### src/hbdirq_pkg.sv
// Shared types and constants of the handheld bus decoder with IRQ timer.
// Used by the decoder and the top level; no dependencies.
package hbdirq_pkg;

  // Item kinds on the input channel
  typedef enum logic [1:0] {
    MODE_READ  = 2'd0,
    MODE_WRITE = 2'd1,
    MODE_TICK  = 2'd2
  } mode_t;

  // Bank geometry and fixed video RAM size
  localparam int BANK_BITS  = 14;
  localparam int ROM_AW     = 17;
  localparam logic [ROM_AW-1:0] BANK_BYTES = 17'd16384;
  localparam int VRAM_DEPTH = 8192;
  localparam int VRAM_AW    = 13;

  // Configuration register reset: full 128 KiB cartridge
  localparam logic [17:0] ROM_BYTES_RESET = 18'd131072;

  // Bus map
  localparam logic [15:0] ADDR_WRAM_LAST  = 16'h1FFF;
  localparam logic [15:0] ADDR_LCD_FIRST  = 16'h2000;
  localparam logic [15:0] ADDR_LCD_LAST   = 16'h2007;
  localparam logic [15:0] ADDR_DMA_FIRST  = 16'h2008;
  localparam logic [15:0] ADDR_DMA_LAST   = 16'h200D;
  localparam logic [15:0] ADDR_SND_FIRST  = 16'h2010;
  localparam logic [15:0] ADDR_SND_LAST   = 16'h201C;
  localparam logic [15:0] ADDR_BUTTONS    = 16'h2020;
  localparam logic [15:0] ADDR_LINK_FIRST = 16'h2021;
  localparam logic [15:0] ADDR_LINK_LAST  = 16'h2022;
  localparam logic [15:0] ADDR_TIMER      = 16'h2023;
  localparam logic [15:0] ADDR_IRQ_ACK    = 16'h2024;
  localparam logic [15:0] ADDR_SND_ACK    = 16'h2025;
  localparam logic [15:0] ADDR_SYSCTL     = 16'h2026;
  localparam logic [15:0] ADDR_IRQ_ACK3   = 16'h2027;
  localparam logic [15:0] ADDR_SND2_FIRST = 16'h2028;
  localparam logic [15:0] ADDR_SND2_LAST  = 16'h202F;
  localparam logic [15:0] ADDR_VRAM       = 16'h4000;
  localparam logic [15:0] ADDR_ROM_BANKED = 16'h8000;
  localparam logic [15:0] ADDR_ROM_FIXED  = 16'hC000;

  // Read values of the fixed sources
  localparam logic [7:0] DATA_IRQ_ACK  = 8'd1;
  localparam logic [7:0] DATA_IRQ_ACK3 = 8'd3;
  localparam logic [7:0] DATA_UNMAPPED = 8'hFF;

  // System control bit positions
  localparam int SYSCTL_NMI  = 0;
  localparam int SYSCTL_IRQ  = 1;
  localparam int SYSCTL_SLOW = 4;

  // LCD register reset values
  localparam logic [7:0] LCD_RESET [4] = '{8'd160, 8'd160, 8'd0, 8'd0};

  // Decoded access, already qualified by the item kind
  typedef struct packed {
    logic rd_wram;
    logic rd_vram;
    logic rd_lcd;
    logic rd_timer;
    logic rd_ack1;
    logic rd_ack3;
    logic rd_btn;
    logic rd_rom_fixed;
    logic rd_rom_banked;
    logic wr_wram;
    logic wr_vram;
    logic wr_lcd;
    logic wr_timer;
    logic wr_sysctl;
    logic tick;
    logic unmapped;
  } dec_t;

endpackage

### src/hbdirq_decode.sv
// Address decoder of the bus: maps one item to its target region.
// Depends on hbdirq_pkg.
module hbdirq_decode (
  input  logic [1:0]         mode,
  input  logic [15:0]        address,
  output hbdirq_pkg::dec_t   dec
);

  always_comb begin
    dec = '0;
    case (mode)
      hbdirq_pkg::MODE_READ: begin
        if (address <= hbdirq_pkg::ADDR_WRAM_LAST) begin
          dec.rd_wram = 1'b1;
        end else if (address == hbdirq_pkg::ADDR_TIMER) begin
          dec.rd_timer = 1'b1;
        end else if (address == hbdirq_pkg::ADDR_IRQ_ACK) begin
          dec.rd_ack1 = 1'b1;
        end else if (address == hbdirq_pkg::ADDR_SND_ACK) begin
          // sound acknowledge reads as zero
        end else if (address == hbdirq_pkg::ADDR_IRQ_ACK3) begin
          dec.rd_ack3 = 1'b1;
        end else if (address <= hbdirq_pkg::ADDR_LCD_LAST) begin
          dec.rd_lcd = 1'b1;
        end else if (address == hbdirq_pkg::ADDR_BUTTONS) begin
          dec.rd_btn = 1'b1;
        end else if (address >= hbdirq_pkg::ADDR_ROM_FIXED) begin
          dec.rd_rom_fixed = 1'b1;
        end else if (address >= hbdirq_pkg::ADDR_ROM_BANKED) begin
          dec.rd_rom_banked = 1'b1;
        end else if (address >= hbdirq_pkg::ADDR_VRAM) begin
          dec.rd_vram = 1'b1;
        end else begin
          dec.unmapped = 1'b1;
        end
      end
      hbdirq_pkg::MODE_WRITE: begin
        if (address <= hbdirq_pkg::ADDR_WRAM_LAST) begin
          dec.wr_wram = 1'b1;
        end else if (address <= hbdirq_pkg::ADDR_LCD_LAST) begin
          dec.wr_lcd = 1'b1;
        end else if (address inside {
            [hbdirq_pkg::ADDR_DMA_FIRST : hbdirq_pkg::ADDR_DMA_LAST],
            [hbdirq_pkg::ADDR_LINK_FIRST : hbdirq_pkg::ADDR_LINK_LAST],
            [hbdirq_pkg::ADDR_SND_FIRST : hbdirq_pkg::ADDR_SND_LAST],
            [hbdirq_pkg::ADDR_SND2_FIRST : hbdirq_pkg::ADDR_SND2_LAST]}) begin
          // DMA, link and sound: take the write, drop it
        end else if (address == hbdirq_pkg::ADDR_TIMER) begin
          dec.wr_timer = 1'b1;
        end else if (address == hbdirq_pkg::ADDR_SYSCTL) begin
          dec.wr_sysctl = 1'b1;
        end else if (address >= hbdirq_pkg::ADDR_ROM_BANKED) begin
          // ROM region: drop the write
        end else if (address >= hbdirq_pkg::ADDR_VRAM) begin
          dec.wr_vram = 1'b1;
        end else begin
          dec.unmapped = 1'b1;
        end
      end
      hbdirq_pkg::MODE_TICK: begin
        dec.tick = 1'b1;
      end
      default: begin
        // unknown item kind: no effect
      end
    endcase
  end

endmodule

### config.mk
export PLATFORM = sky130hd
export DESIGN_NAME = hbdirq_decode
export DESIGN_NICKNAME = d
export VERILOG_FILES = /design/src/hbdirq_pkg.sv /design/src/hbdirq_decode.sv
export SDC_FILE = /design/constraint.sdc
export NUM_CORES = 1
export LEC_CHECK = 0
export BUFFER_PORTS_ARGS = -buffer_cell sky130_fd_sc_hd__buf_2
export CAP_MARGIN = 20
export CORE_AREA = 2 2 39 41
export DETAILED_ROUTE_END_ITERATION = 10
export DIE_AREA = 0 0 41 43
export SYNTH_ARGS = -nofsm -noshare
export SYNTH_HDL_FRONTEND = slang
export SYNTH_SLANG_ARGS = --single-unit
### constraint.sdc
create_clock -name vclk -period 1.55
set_input_delay 0.0775 -clock vclk [all_inputs]
set_output_delay 0.0775 -clock vclk [all_outputs]
set_load 0.01 [all_outputs]
; Word level (Yosys, flattened, before mapping)
; Cells that the tools add are included.
[totals]
regBits = 0
elab_cells = 80
out_inout_bits = 16
[classes]
magnitude_cmp = 13
reduce_logical = 6
mux = 53
n_eq_ne = 8
[ops]
columns = cell, count
row1 = $eq 16x14->1 const B, 6
row2 = $le 16x14->1 const B, 5
row3 = $ge 16x14->1 const B, 4
row4 = $mux 1, 36
row5 = $ge 16x16->1 const B, 2
row6 = $ge 16x15->1 const B, 1
row7 = $le 16x13->1 const B, 1
row8 = $mux 2, 7
row9 = $mux 4, 3
row10 = $mux 5, 2
row11 = $mux 9, 1
row12 = $mux 8, 1
row13 = $mux 3, 2
row14 = $logic_and 1x1->1, 4
row15 = $reduce_bool 4->1, 1
row16 = $eq 2x1->1 const B, 1
row17 = $eq 2x2->1 const B, 1
row18 = $logic_not 2->1, 1
row19 = $pmux 1 s2, 1

; Depth between registers and ports, before layout
[logic_depth]
ltp_word = 12
mapped_depth = 6

; Worst setup path before layout
; No wires, ideal clock.
[synth_path]
path_kind = input port to output port
startpoint = input address[11]
endpoint = output dec[11] in the netlist's numbering
arrival_time_ps = 1452
n_path_buf = 0
required_time_ps = 1472
slack_ps = 20
cell_stages = 5
path_cell_list = or4_4 -> nor2_4 -> nand2_1 -> or4_1 -> nor2_1
[synth_lines]
columns = element, line_no
row1 = start: declaration, hbdirq_decode.sv:5  ; input logic [15:0] address,
row2 = end: declaration, hbdirq_decode.sv:6  ; output hbdirq_pkg::dec_t dec

==> reports/qor_table.md <==
| Result | This run |
|:---|:---|
| Count of vias placed by the detailed router | 604 |
| Global-route wire length before repair | 2.208 mm |
| Post-Synthesis Cells | 57 |
| CP Cell Sequence | buf_6 > or4_4 > nor2_4 > nand3_2 > or3b_4 > o2111a_1 > buf_2 |
| Relative slew slack | 79.34% |
| FF/Latch Area | 0 µm² |
| Compound-gate portion of the synthesized area | 25.09% |
| Setup TNS Final | -1.044 ns |
| Type of destination of the critical path | output pin |
| Detailed-route DRC error count | 0 |
| Placed Cells | 114 |
| Nets | 120 |
| LEAKAGE | 0.3227 nW |
| Number of antenna violations at the first check in global routing | 0 |
| Req. time, crit path | 1.47 ns |
| Final period demand of the worst path | 1.734 ns |
| Antenna diode count | 0 |
| Total placed instance area | 609.3 µm² |
| Count of fill cells added during filler insertion | 135 |
| RSZ-0062 raised after global routing | true |
| Number of unique standard cell types used by synthesis | 32 |
| Power density over the cells | 170.9 nW/µm² |
| Number of placement rows | 14 |
| Maximum VDD drop | 0.08976 mV |
| Global-route congestion overflow total | 0 |
| Critical Path Start | address[8] |
| Detail Placement HPWL | 1.068 mm |
| Critical path startpoint category | input port |
| Overall track demand over capacity in global routing | 16.38% |
| Status | finished with violations |
| Clock tree buffer count of the final layout | 0 |
| Syn-to-layout area delta | 89.20% |
| Highest net fanout along the worst path | 3 |
| WL per Instance | 12.10 µm |
| Finished Layout Cells | 116 |
| HP Start | address[2] |
| Maxcap violations | 0 |
| DIE AREA | 1763 µm² |
| Final Hold Violating Endpoints | 0 |
| Violated checks | negative setup slack |
| Family of cells with the greatest summed delay on the critical path | simple AND/OR/NAND/NOR gates |
| Total wirelength of the detailed-routed design | 1.404 mm |
| Data arrival time of the critical path | 1.66 ns |
| Sequential cells | 0 |
| Buffers on Ports | 34 |
| Post-Synth Adder-Cell Area | 0% |
| Routability Congestion | 0.8401 |
| CTS hold repair buffers | 0 |
| Largest net degree at the start of global routing | 10 |
| Final Core Density | 49.10% |
| Simple logic cell fraction of the synthesized area | 70.73% |
| Final setup slack of the worst path | -0.1840 ns |
| Final worst path period share | 111.9% |
| Mean Syn Cell Area | 6.300 µm² |
| Final setup violation count | 9 |
| Share of layout cells above drive strength 1 | 61.00% |
| Stage delay of the slowest cell on the critical path | 0.56 ns |
| Dominant combinational cell family by area after synthesis | simple AND/OR/NAND/NOR gates |
| Slowest cell on crit path | sky130_fd_sc_hd__or4_4 |
| Syn Nets | 75 |
| Synthesized area | 359.1 µm² |
| Width of the chip | 41 µm |
| Initial core utilization | 25.95% |
| Fin. max-slew vios | 0 |
| Classification of the worst-slack hold path | input port to output pin |
| Fraction of synthesized cell area in xor and xnor cells | 0% |
| Number of synthesis warnings | 0 |
| Iteration-0 DRC count of the detailed router | 7 |
| Via count of the first global-routing pass | 577 |
| Per-cell via count in the routed design | 5.207 |
| Placeable Area | 1384 µm² |
| Type of the worst setup path | input port to output pin |
| DR pass1 iterations | 4 |
| Chip height | 43 µm |
| Total buffers and inverters traversed by the critical path | 2 |
| Post-route antenna net violation count | 0 |
| Maximum frequency from static timing analysis | 576.7 MHz |
| Post-route cell area | 679.4 µm² |
| Sequential cell area fraction in the yosys report | 0% |
| Share of synthesized area spent on multiplexers | 0% |
| I/O pin count | 34 |
| Slew at the pin closest to its max-slew limit | 0.3080 ns |
-- per-stage QoR --
| step | power [W] | setup slack [ns] | hold slack (ns) |
|---|---|---|---|
| 2_1_floorplan | 0.00004329 | 0.02025 | 0.1882 |
| 3_3_place_gp | 0.0001043 | -0.1791 | 0.4643 |
| 3_5_place_dp | 0.0001055 | -0.1861 | 0.4715 |
| 4_1_cts | 0.0001119 | -0.1642 | 0.4722 |
| 5_1_grt | 0.0001276 | -0.2297 | 0.4948 |
| 6_report | 0.0001161 | -0.1840 | 0.4678 |
-- path summary, 6_finish.rpt --
path	cells past startpoint	slack, ns	to
setup / recovery	7	-0.18	dec[0]
hold / removal	3	0.47	dec[9]
-- kinds of logic after synthesis --
logic type	count (synthesis)
buffers and inverters	4
and+or+nand+nor	42
AOI/OAI and AO/OA	11
-- tightest hold or removal path, delay by kind of cell --
kind / cells / cell delay [ns]
AND/OR/NAND/NOR: 1 / 0.05
buffers and inverters: 2 / 0.26
-- timing repair --
item,in CTS,in global routing
pin swaps,9,4
setup endpoints to repair,8,10
resized for setup,6,5
buffers inserted,2,0
-- placed cells by master (no fill, tap or decap), drive strengths merged, types with 2 or more instances in the layout --
cell,count
buf,45
nor2,10
nand2,7
nor3,5
or4,4
or3,2
o21ai,2
inv,2
nand2b,2
nor4,2
nor2b,2
and3,2
-- Yosys cell counts, drive strengths merged --
| library cell | instances | area, µm² |
|---|---|---|
| or2 | 1 | 6.260 |
| nand2b | 2 | 12.51 |
| nor2b | 2 | 12.51 |
| nand2 | 7 | 26.28 |
| a41oi | 1 | 8.760 |
| o2111a | 1 | 11.26 |
| o31a | 1 | 8.760 |
| or2b | 1 | 7.510 |
| nor2 | 10 | 50.05 |
| nand3 | 1 | 5.000 |
| a211oi | 1 | 7.510 |
| or4 | 4 | 37.53 |
| and3 | 2 | 13.77 |
| nor3b | 1 | 7.510 |
| a311oi | 1 | 8.760 |
| or3b | 1 | 11.26 |
| o2111ai | 1 | 8.760 |
| nor3 | 5 | 30.03 |
| nor4 | 2 | 12.51 |
| o21ai | 2 | 10.01 |
| clkbuf | 2 | 7.510 |
| nor4b | 1 | 8.760 |
| inv | 2 | 7.510 |
| o211a | 1 | 10.01 |
| o21a | 1 | 7.510 |
| a2bb2oi | 1 | 8.760 |
| or3 | 2 | 12.51 |
-- metal layers --
layer  routed length [µm]  GRT usage, %  share of wire, %
met2                  688         28.75                49
met3                  100             0               7.1
met5                    0             0                 0
met4                   30         2.000               2.1
met1                  585         21.84                42
-- where the power goes --
group	leakage (nW)	internal (W)	switching, W
Sequential	0	0	0
Clock	0	0	0
Combinational	0.323	0.0000562	0.0000600
Total	0.323	0.0000562	0.0000600
-- layout make-up --
cell class	instances	area (µm²)	area share, %
inverter	2	7.507	1.105
multi-input combinational	53	380.4	55.99
timing repair buffer	45	271.5	39.96
tap	16	20.02	2.947
(Power assumes the default switching activity.)
